--- src/sv/pmpp_pkg.sv ---
// ============================================================================
// pmpp_pkg
// Shared types, register codes and helpers for the palette-match packer.
// ============================================================================
package pmpp_pkg;

    localparam int RGB_W      = 24;
    localparam int SLOT_W     = 4;
    localparam int IDX_W      = 4;
    localparam int BYTE_W     = 8;
    localparam int BPP_W      = 3;
    localparam int COLORS_W   = 5;
    localparam int ROW_W      = 9;
    localparam int IMG_W      = 11;
    localparam int CFG_DATA_W = 11;
    localparam int CFG_IDX_W  = 2;

    localparam int PALETTE_ENTRIES_DEF = 16;
    localparam int MAX_ROW_PIXELS_DEF  = 256;

    localparam logic [BPP_W-1:0]    BPP_RST    = 3'd1;
    localparam logic [COLORS_W-1:0] COLORS_RST = 5'd2;
    localparam logic [ROW_W-1:0]    ROW_RST    = 9'd8;
    localparam logic [IMG_W-1:0]    IMG_RST    = 11'd64;

    localparam logic [0:0] CMD_PIXEL = 1'b0;
    localparam logic [0:0] CMD_WRITE = 1'b1;

    typedef enum logic [CFG_IDX_W-1:0] {
        CFG_BPP    = 2'd0,
        CFG_COLORS = 2'd1,
        CFG_ROW    = 2'd2,
        CFG_WIDTH  = 2'd3
    } t_cfg_reg;

    typedef struct packed {
        logic [0:0]        cmd;
        logic [RGB_W-1:0]  pixel_rgb;
        logic [SLOT_W-1:0] slot;
        logic [RGB_W-1:0]  entry_rgb;
    } t_in_item;

    typedef struct packed {
        logic [BYTE_W-1:0] packed_byte;
        logic              row_end;
    } t_out_item;

    // Packing controls handed to the back end
    typedef struct packed {
        logic [BPP_W-1:0] bpp;
        logic [ROW_W-1:0] row_pixels;
        logic [IMG_W-1:0] image_width;
    } t_pack_cfg;

    // 0 acts as 1, 5..7 act as 4
    function automatic logic [BPP_W-1:0] eff_bpp(input logic [BPP_W-1:0] bpp);
        logic [BPP_W-1:0] r;
        case (bpp)
            3'd0:                      r = 3'd1;
            3'd1, 3'd2, 3'd3, 3'd4:    r = bpp;
            default:                   r = 3'd4;
        endcase
        return r;
    endfunction

    // ceil(8 / bpp) for an effective bpp
    function automatic logic [3:0] per_byte(input logic [BPP_W-1:0] bpp);
        logic [3:0] r;
        case (bpp)
            3'd1:    r = 4'd8;
            3'd2:    r = 4'd4;
            3'd3:    r = 4'd3;
            default: r = 4'd2;
        endcase
        return r;
    endfunction

endpackage

--- src/sv/pmpp_fifo.sv ---
// ============================================================================
// pmpp_fifo
// Small first-word-fall-through queue, register storage.
// ============================================================================
module pmpp_fifo #(
    parameter int WIDTH = 4,
    parameter int DEPTH = 4
) (
    input  logic             i_clk,
    input  logic             i_rst_n,
    input  logic             i_wr_en,
    input  logic [WIDTH-1:0] i_wr_data,
    input  logic             i_rd_en,
    output logic [WIDTH-1:0] o_rd_data,
    output logic             o_full,
    output logic             o_empty
);

    localparam int PTR_W = (DEPTH > 1) ? $clog2(DEPTH) : 1;
    localparam int CNT_W = $clog2(DEPTH + 1);

    logic [WIDTH-1:0] r_mem [DEPTH];
    logic [PTR_W-1:0] r_wr_ptr, r_rd_ptr;
    logic [CNT_W-1:0] r_cnt;
    logic             w_wr, w_rd;

    assign o_full    = (r_cnt == CNT_W'(DEPTH));
    assign o_empty   = (r_cnt == '0);
    assign w_wr      = i_wr_en && !o_full;
    assign w_rd      = i_rd_en && !o_empty;
    assign o_rd_data = r_mem[r_rd_ptr];

    always_ff @(posedge i_clk) begin
        if (w_wr) begin
            r_mem[r_wr_ptr] <= i_wr_data;
        end
    end

    always_ff @(posedge i_clk) begin
        if (!i_rst_n) begin
            r_wr_ptr <= '0;
            r_rd_ptr <= '0;
            r_cnt    <= '0;
        end else begin
            if (w_wr) begin
                r_wr_ptr <= (r_wr_ptr == PTR_W'(DEPTH - 1)) ? '0 : r_wr_ptr + 1'b1;
            end
            if (w_rd) begin
                r_rd_ptr <= (r_rd_ptr == PTR_W'(DEPTH - 1)) ? '0 : r_rd_ptr + 1'b1;
            end
            case ({w_wr, w_rd})
                2'b10:   r_cnt <= r_cnt + 1'b1;
                2'b01:   r_cnt <= r_cnt - 1'b1;
                default: r_cnt <= r_cnt;
            endcase
        end
    end

`ifndef SYNTHESIS
    a_no_overflow: assert property (@(posedge i_clk) disable iff (!i_rst_n)
        !(i_wr_en && o_full))
        else $error("queue written while full");

    a_no_underflow: assert property (@(posedge i_clk) disable iff (!i_rst_n)
        !(i_rd_en && o_empty))
        else $error("queue read while empty");
`endif

endmodule

--- src/sv/pmpp_front.sv ---
// ============================================================================
// pmpp_front
// Palette store and match: classifies each item, writes the palette or
// turns a pixel into its raw palette index.
// ============================================================================
module pmpp_front #(
    parameter int PALETTE_ENTRIES = pmpp_pkg::PALETTE_ENTRIES_DEF
) (
    input  logic                                i_clk,
    input  logic                                i_accept,
    input  pmpp_pkg::t_in_item                  i_item,
    input  logic [pmpp_pkg::COLORS_W-1:0]       i_color_count,
    output logic                                o_q_push,
    output logic [pmpp_pkg::IDX_W-1:0]          o_q_idx
);

    localparam int PI_W = $clog2(PALETTE_ENTRIES);

    logic [pmpp_pkg::RGB_W-1:0]    r_palette [PALETTE_ENTRIES];
    logic [pmpp_pkg::COLORS_W-1:0] w_count;
    logic [pmpp_pkg::IDX_W-1:0]    w_idx;
    logic                          w_is_write;

    assign w_is_write = (i_item.cmd == pmpp_pkg::CMD_WRITE);

    // Saturate the active entry count to the palette size
    always_comb begin
        if (i_color_count > pmpp_pkg::COLORS_W'(PALETTE_ENTRIES)) begin
            w_count = pmpp_pkg::COLORS_W'(PALETTE_ENTRIES);
        end else begin
            w_count = i_color_count;
        end
    end

    // First matching entry wins: scan from the top so lower slots override
    always_comb begin
        w_idx = '0;
        for (int k = PALETTE_ENTRIES - 1; k >= 0; k--) begin
            if ((pmpp_pkg::COLORS_W'(k) < w_count) && (r_palette[k] == i_item.pixel_rgb)) begin
                w_idx = pmpp_pkg::IDX_W'(k);
            end
        end
    end

    assign o_q_push = i_accept && !w_is_write;
    assign o_q_idx  = w_idx;

    // Slots past the palette are dropped
    always_ff @(posedge i_clk) begin
        if (i_accept && w_is_write &&
            ({1'b0, i_item.slot} < (pmpp_pkg::SLOT_W + 1)'(PALETTE_ENTRIES))) begin
            r_palette[i_item.slot[PI_W-1:0]] <= i_item.entry_rgb;
        end
    end

endmodule

--- src/sv/pmpp_back.sv ---
// ============================================================================
// pmpp_back
// Bit packer: applies the column bound, ORs indices into the byte and
// emits bytes with the row-end flag.
// ============================================================================
module pmpp_back #(
    parameter int MAX_ROW_PIXELS = pmpp_pkg::MAX_ROW_PIXELS_DEF
) (
    input  logic                            i_clk,
    input  logic                            i_rst_n,
    input  pmpp_pkg::t_pack_cfg             i_cfg,
    input  logic                            i_q_valid,
    input  logic [pmpp_pkg::IDX_W-1:0]      i_q_idx,
    output logic                            o_q_pop,
    input  logic                            i_out_full,
    output logic                            o_out_push,
    output pmpp_pkg::t_out_item             o_out_item
);

    localparam int COL_W = $clog2(MAX_ROW_PIXELS + 1);
    localparam int CW    = ((COL_W > pmpp_pkg::IMG_W) ? COL_W : pmpp_pkg::IMG_W) + 1;

    logic [pmpp_pkg::BYTE_W-1:0] r_acc, n_acc;
    logic [2:0]                  r_pib, n_pib;
    logic [COL_W-1:0]            r_col, n_col;

    logic                        w_fire, w_emit, w_last, w_in_bounds;
    logic [pmpp_pkg::BPP_W-1:0]  w_bpp;
    logic [3:0]                  w_per_byte, w_pib_next;
    logic [CW-1:0]               w_row_len, w_row_raw, w_col_next;
    logic [4:0]                  w_shift;
    logic [11:0]                 w_shifted;
    logic [pmpp_pkg::IDX_W-1:0]  w_idx;
    logic [pmpp_pkg::BYTE_W-1:0] w_acc_or;

    assign w_bpp      = pmpp_pkg::eff_bpp(i_cfg.bpp);
    assign w_per_byte = pmpp_pkg::per_byte(w_bpp);
    assign w_row_raw  = CW'(i_cfg.row_pixels);

    always_comb begin
        if (w_row_raw == '0) begin
            w_row_len = CW'(1);
        end else if (w_row_raw > CW'(MAX_ROW_PIXELS)) begin
            w_row_len = CW'(MAX_ROW_PIXELS);
        end else begin
            w_row_len = w_row_raw;
        end
    end

    assign w_in_bounds = (CW'(r_col) < CW'(i_cfg.image_width));
    assign w_idx       = w_in_bounds ? i_q_idx : '0;
    assign w_shift     = 5'(r_pib) * 5'(w_bpp);
    assign w_shifted   = 12'(w_idx) << w_shift[2:0];
    // Index bits past bit 7 fall off
    assign w_acc_or    = (w_shift < 5'd8) ? (r_acc | w_shifted[7:0]) : r_acc;

    assign w_pib_next  = 4'(r_pib) + 4'd1;
    assign w_col_next  = CW'(r_col) + CW'(1);
    assign w_last      = (w_col_next >= w_row_len);
    assign w_emit      = (w_pib_next >= w_per_byte) || w_last;

    assign w_fire      = i_q_valid && !i_out_full;
    assign o_q_pop     = w_fire;
    assign o_out_push  = w_fire && w_emit;

    assign o_out_item.packed_byte = w_acc_or;
    assign o_out_item.row_end     = w_last;

    always_comb begin
        n_acc = r_acc;
        n_pib = r_pib;
        n_col = r_col;
        if (w_fire) begin
            n_acc = w_emit ? '0 : w_acc_or;
            n_pib = w_emit ? '0 : w_pib_next[2:0];
            n_col = w_last ? '0 : w_col_next[COL_W-1:0];
        end
    end

    always_ff @(posedge i_clk) begin
        if (!i_rst_n) begin
            r_acc <= '0;
            r_pib <= '0;
            r_col <= '0;
        end else begin
            r_acc <= n_acc;
            r_pib <= n_pib;
            r_col <= n_col;
        end
    end

`ifndef SYNTHESIS
    a_row_end_clears: assert property (@(posedge i_clk) disable iff (!i_rst_n)
        (o_out_push && o_out_item.row_end) |=> (r_col == '0 && r_pib == '0 && r_acc == '0))
        else $error("row end did not clear packing state");
`endif

endmodule

--- src/sv/palette_match_pixel_packer_top.sv ---
// A byte-closing pixel's index passes the index queue and packer into the result queue,
// then shows on o_out. Throughput: one item per cycle while the result queue has room;
// the packer drains the 4-entry index queue one entry per cycle into a 2-entry queue.
// Palette writes are stored in the front end and produce no result.
// Reset (i_rst_n low, synchronous) clears queues, packing counters and config to
// their defaults; palette contents are undefined until written.
// ============================================================================
// palette_match_pixel_packer_top
// Palette match and index bit packer: front end matches pixels against the
// palette, back end packs indices into bytes with a row-end flag.
// ============================================================================
module palette_match_pixel_packer_top #(
    parameter int PALETTE_ENTRIES = pmpp_pkg::PALETTE_ENTRIES_DEF,
    parameter int MAX_ROW_PIXELS  = pmpp_pkg::MAX_ROW_PIXELS_DEF
) (
    input  logic                                i_clk,
    input  logic                                i_rst_n,
    // item input queue side
    input  logic                                push,
    output logic                                full,
    input  pmpp_pkg::t_in_item                  i_in,
    // result queue side
    output logic                                empty,
    input  logic                                pop,
    output pmpp_pkg::t_out_item                 o_out,
    // configuration writes
    input  logic                                i_cfg_valid,
    output logic                                o_cfg_ready,
    input  logic [pmpp_pkg::CFG_IDX_W-1:0]      i_cfg_index,
    input  logic [pmpp_pkg::CFG_DATA_W-1:0]     i_cfg_data
);

    localparam int Q_DEPTH   = 4;
    localparam int OUT_DEPTH = 2;
    localparam int OUT_W     = $bits(pmpp_pkg::t_out_item);

    // Config registers
    logic [pmpp_pkg::BPP_W-1:0]    r_bpp;
    logic [pmpp_pkg::COLORS_W-1:0] r_color_count;
    logic [pmpp_pkg::ROW_W-1:0]    r_row_pixels;
    logic [pmpp_pkg::IMG_W-1:0]    r_image_width;

    logic                          w_accept;
    logic                          w_q_push, w_q_pop, w_q_full, w_q_empty;
    logic [pmpp_pkg::IDX_W-1:0]    w_front_idx, w_q_idx;
    logic                          w_out_push, w_out_full;
    pmpp_pkg::t_out_item           w_back_item;
    logic [OUT_W-1:0]              w_out_data;
    pmpp_pkg::t_pack_cfg           w_pack_cfg;

    // Always ready; the host writes only while no item is in flight (not enforced here)
    assign o_cfg_ready = 1'b1;

    always_ff @(posedge i_clk) begin
        if (!i_rst_n) begin
            r_bpp         <= pmpp_pkg::BPP_RST;
            r_color_count <= pmpp_pkg::COLORS_RST;
            r_row_pixels  <= pmpp_pkg::ROW_RST;
            r_image_width <= pmpp_pkg::IMG_RST;
        end else if (i_cfg_valid) begin
            unique case (pmpp_pkg::t_cfg_reg'(i_cfg_index))
                pmpp_pkg::CFG_BPP:    r_bpp         <= i_cfg_data[pmpp_pkg::BPP_W-1:0];
                pmpp_pkg::CFG_COLORS: r_color_count <= i_cfg_data[pmpp_pkg::COLORS_W-1:0];
                pmpp_pkg::CFG_ROW:    r_row_pixels  <= i_cfg_data[pmpp_pkg::ROW_W-1:0];
                pmpp_pkg::CFG_WIDTH:  r_image_width <= i_cfg_data[pmpp_pkg::IMG_W-1:0];
                default: ;
            endcase
        end
    end

    assign w_pack_cfg.bpp         = r_bpp;
    assign w_pack_cfg.row_pixels  = r_row_pixels;
    assign w_pack_cfg.image_width = r_image_width;

    // Input side: full tracks the index queue, even for palette writes
    assign full     = w_q_full;
    assign w_accept = push && !w_q_full;

    // Front end: palette store + match
    pmpp_front #(
        .PALETTE_ENTRIES (PALETTE_ENTRIES)
    ) u_front (
        .i_clk         (i_clk),
        .i_accept      (w_accept),
        .i_item        (i_in),
        .i_color_count (r_color_count),
        .o_q_push      (w_q_push),
        .o_q_idx       (w_front_idx)
    );

    // Decoupling queue of raw indices
    pmpp_fifo #(
        .WIDTH (pmpp_pkg::IDX_W),
        .DEPTH (Q_DEPTH)
    ) u_idx_q (
        .i_clk     (i_clk),
        .i_rst_n   (i_rst_n),
        .i_wr_en   (w_q_push),
        .i_wr_data (w_front_idx),
        .i_rd_en   (w_q_pop),
        .o_rd_data (w_q_idx),
        .o_full    (w_q_full),
        .o_empty   (w_q_empty)
    );

    // Back end: column bound, bit packing, byte emit
    pmpp_back #(
        .MAX_ROW_PIXELS (MAX_ROW_PIXELS)
    ) u_back (
        .i_clk      (i_clk),
        .i_rst_n    (i_rst_n),
        .i_cfg      (w_pack_cfg),
        .i_q_valid  (!w_q_empty),
        .i_q_idx    (w_q_idx),
        .o_q_pop    (w_q_pop),
        .i_out_full (w_out_full),
        .o_out_push (w_out_push),
        .o_out_item (w_back_item)
    );

    // Result queue: lets the packer keep going while a byte waits
    pmpp_fifo #(
        .WIDTH (OUT_W),
        .DEPTH (OUT_DEPTH)
    ) u_out_q (
        .i_clk     (i_clk),
        .i_rst_n   (i_rst_n),
        .i_wr_en   (w_out_push),
        .i_wr_data (w_back_item),
        .i_rd_en   (pop && !empty),
        .o_rd_data (w_out_data),
        .o_full    (w_out_full),
        .o_empty   (empty)
    );

    assign o_out = pmpp_pkg::t_out_item'(w_out_data);

endmodule
--- config.mk ---
export PLATFORM = sky130hd
export DESIGN_NAME = palette_match_pixel_packer_top
export DESIGN_NICKNAME = d
export VERILOG_FILES = /design/src/sv/pmpp_pkg.sv /design/src/sv/pmpp_fifo.sv /design/src/sv/pmpp_front.sv /design/src/sv/pmpp_back.sv /design/src/sv/palette_match_pixel_packer_top.sv
export SDC_FILE = /design/constraint.sdc
export NUM_CORES = 1
export LEC_CHECK = 0
export ABC_AREA = 1
export BUFFER_PORTS_ARGS = -buffer_cell sky130_fd_sc_hd__buf_2
export CORE_ASPECT_RATIO = 1.25
export CORE_MARGIN = 4
export CORE_UTILIZATION = 55
export CTS_BUF_LIST = sky130_fd_sc_hd__clkbuf_16
export DETAILED_ROUTE_END_ITERATION = 7
export PLACE_DENSITY = 0.8
export SYNTH_ARGS = -nofsm -noshare
export SYNTH_HDL_FRONTEND = slang
export SYNTH_SLANG_ARGS = --single-unit
--- constraint.sdc ---
create_clock -name i_clk -period 3.95 [get_ports i_clk]
set_input_delay 0.5925 -clock i_clk [delete_from_list [all_inputs] [get_ports i_clk]]
set_output_delay 0.5925 -clock i_clk [all_outputs]
set_load 0.05 [all_outputs]
==> qor.csv <==
stage;metric;value;unit
critical_path;CP max-delay cell;dfxtp_1;
finish;layout cells sized above 1;0.1376;
yosys;Async SR Flop Fraction;0;
cts;total setup buffers inserted after CTS;0;
critical_path;Max FO, Critical Path;8;
yosys;Syn. warnings;0;
grt;grt ovf;0;
yosys;sequential area share after synthesis;0.6414;
pwr;LEAKAGE;8.611;nW
drt;WL final;62.23;mm
grt;initial antenna violation count;0;
critical_path;CP max stage delay;0.43;ns
pwr;Sw Pwr;0.003214;W
flow_run;MaxCap Viol Count;0;
yosys;post-synth top area cell;edfxtp_1;
grt;largest net degree at the start of global routing;42;
yosys;Top FF cell, synth;edfxtp_1;
sta;final period utilization;0.8392;
cts;Num CTS Buffers;46;
finish;Nets;2051;
floorplan;die area;0.04235;mm2
critical_path;kind of critical path;reg2reg;
critical_path;Buf+Inv Stages, Crit Path;1;
critical_path;worst-path cell chain;inv_2 -> nor4_4 -> nand2_1 -> xnor2_1 -> ha_1 -> a21oi_1 -> o21ai_0 -> nand2_1 -> nand3b_1 -> nor3b_2 -> nand2_2 -> nand2_4 -> ha_1 -> nor2_1 -> a21oi_1 -> nor3_1;
run_status;status;complete, no violations;
floorplan;Cell Rows;80;
sta;clock skew;0.01619;ns
critical_path;CP endpoint kind;register;
yosys;commonest cells in the netlist;edfxtp_1 (418), nand2_1 (278), nor2_1 (147);
grt;first-pass GRT wire length;91.50;mm
critical_path;Startpoint Class;register;
cts;Post-CTS Hold Buffers;0;
placement;buffers added on ports;81;
sta;achievable frequency;0.3017;GHz
sta;Worst-Margin Slew;0.7540;ns
yosys;post-synthesis cell area;0.02150;mm2
cts;Clock transition at path regs;0.06;ns
critical_path;Critical Path RT;4.43;ns
cts;Post-CTS Resized;0;
sta;final hold violations;0;
pwr;Power, Total;0.01187;W
sta;max_slew headroom;0.4968;
floorplan;I/O pin cnt;83;
yosys;Syn Area/Cell;11.76;um2
yosys;top-count cell post-synth;edfxtp_1;
drt;WL per Instance;25.20;um
sta;Tmin final;3.315;ns
cts;CTS sink cnt;480;
pwr;Max VDD drop;0.4080;mV
drt;drt drc;0;
yosys;Synth Register Bits;480;
pwr;switching share of power;0.2709;
grt;vias in the first global route;15204;
yosys;number of flops mapped to enable cells by yosys;418;
cts;clock root buffer;clkbuf_16;
drt;DR iter-0 viols;2015;
finish;fin cells;2470;
critical_path;delay-heaviest family, CP;simple AND/OR/NAND/NOR gates;
placement;DP Cell Count;2388;
drt;vias post-DR;15378;
grt;Total GRT Usage;0.2897;
drt;Initial DRT Pass Iterations;8;
placement;Routability Congestion;0.9788;
pwr;PD cells;492.7;mW/mm2
yosys;Post-Syn Instances;1828;
sta;pins over their slew limit;0;
pwr;Comb pwr share;0.145;
yosys;post-synth top area share;0.5837;
drt;DRT antenna net count;0;
yosys;syn_nets;1935;
cts;clock latency on the worst-skew pair;0.57;ns
floorplan;Die X;184.9;um
floorplan;core area;0.03844;mm2
cts;# H-tree levels;2;
floorplan;Initial Util;0.5595;
pwr;clock group share of total power;0.364;
worst_hold_path;HP Class;in2reg;
finish;area delta synth->final;12.00;%
sta;setup TNS;0;ns
sta;Final Setup Violations;0;
yosys;Netlist cell types;55;
cts;Clock Path Buffers;3;
drt;Vias/cell;6.226;
sta;unrepaired setup endpoints after global routing;false;
yosys;synth top area cells;edfxtp_1 (58%), xnor2_1 (5.8%), dfxtp_1 (5.8%), nand2_1 (4.9%), xor2_1 (3.1%);
pwr;Sequential Power Share;0.492;
critical_path;Worst Path Arrival;3.80;ns
cts;CTS tree;built;
placement;post-DP HPWL;40.72;mm
pwr;Pint;0.008651;W
floorplan;Die Height;229.1;um
## per-layer routing
layer / global-route usage / vias up / wire length (um)
met3: 0.05332 / 220 / 6364
met2: 0.4938 / 1084 / 30550
met5: 0 / - / 0
met1: 0.3491 / 7390 / 21460
li1: - / 6684 / -
met4: 0.1512 / 0 / 3858
## cell families after synthesis
| logic type | synth area share |
|---|---|
| flops | 0.6414 |
| buf+inv | 0.03794 |
| mux | 0.004713 |
| fa+ha+maj | 0.02199 |
| xor+xnor | 0.08838 |
| other cells | 0.0001744 |
| simple gates | 0.1264 |
| compound gates | 0.07896 |
## stage by stage
stage | hold WS [ns] | instance area, um2 | utilization | worst slack, ns
after floorplan | 0.4216 | 21500 | - | 0.9744
after global placement | 0.4335 | 22620 | 0.5886 | 0.7537
after detailed placement | 0.4388 | 22620 | 0.5886 | 0.6102
after CTS | 0.2506 | 24080 | 0.6265 | 0.6338
after global routing | 0.2836 | 24080 | 0.6265 | 0.2940
final | 0.2586 | 24080 | 0.6266 | 0.6353
## registers in the layout, indices dropped and copies added, names as in the netlist, named ones only
signal	flops
r_color_count	5
r_image_width	11
u_idx_q.r_cnt	3
r_row_pixels	9
u_back.r_acc	8
u_idx_q.r_wr_ptr	2
u_out_q.r_rd_ptr	1
u_out_q.r_cnt	2
u_back.r_col	9
u_idx_q.r_rd_ptr	2
u_back.r_pib	3
u_out_q.r_mem	18
u_out_q.r_wr_ptr	1
u_idx_q.r_mem	16
r_bpp	3
u_front.r_palette	384
## placed cells by master, fill, tap and decap left out, drive strengths merged, types with 47 or more instances in the layout
cell type | netlist | routed
a21oi | 62 | 62
buf | 43 | 125
clkbuf | 14 | 47
dfxtp | 62 | 62
edfxtp | 418 | 418
inv | 136 | 143
nand2 | 281 | 281
nand3 | 47 | 47
nor2 | 147 | 147
o21ai | 108 | 108
xnor2 | 142 | 142
xor2 | 75 | 75
## worst reg2reg max path: stages, from the launching register on
cell and delay, ns:
dfxtp_1 0.43, inv_2 0.08, nor4_4 0.28, nand2_1 0.13, xnor2_1 0.25, ha_1 0.29, a21oi_1 0.21, o21ai_0 0.10
nand2_1 0.07, nand3b_1 0.09, nor3b_2 0.27, nand2_2 0.13, nand2_4 0.14, ha_1 0.27, nor2_1 0.19, a21oi_1 0.13
nor3_1 0.18
## worst paths after layout
kind / slack, ns / from / endpoint / cells past startpoint
min reg2reg: 0.45 / u_back.r_acc[0] / u_back.r_acc[0] / 2
max reg2reg: 0.64 / u_back.r_col[2] / u_out_q.r_cnt[1] / 16
min: 0.26 / i_cfg_data[9] / r_image_width[9] / 3
max: 0.64 / u_back.r_col[2] / u_out_q.r_cnt[1] / 16
## power groups by stage
stage / Combinational, W / Clock [W] / Sequential (W)
after global routing: 0.00188 / 0.00453 / 0.00585
after CTS: 0.00169 / 0.00432 / 0.00584
after global placement: 0.00163 / 0 / 0.00593
final: 0.00172 / 0.00431 / 0.00584
after detailed placement: 0.00168 / 0 / 0.00594
after floorplan: 0.00116 / 0 / 0.00590
## area by class of cell
| cell class | count | area (um2) |
|---|---|---|
| Fill cell | 2866 | 14350 |
| Sequential cell | 480 | 13790 |
| Multi-Input combinational cell | 1153 | 6935 |
| Clock buffer | 47 | 1176 |
| Timing Repair Buffer | 125 | 760.7 |
| Tap cell | 492 | 615.6 |
| Inverter | 138 | 518.0 |
| Clock inverter | 34 | 282.8 |
| Antenna cell | 1 | 2.502 |
No activity file was read; power rests on OpenSTA's default activity.
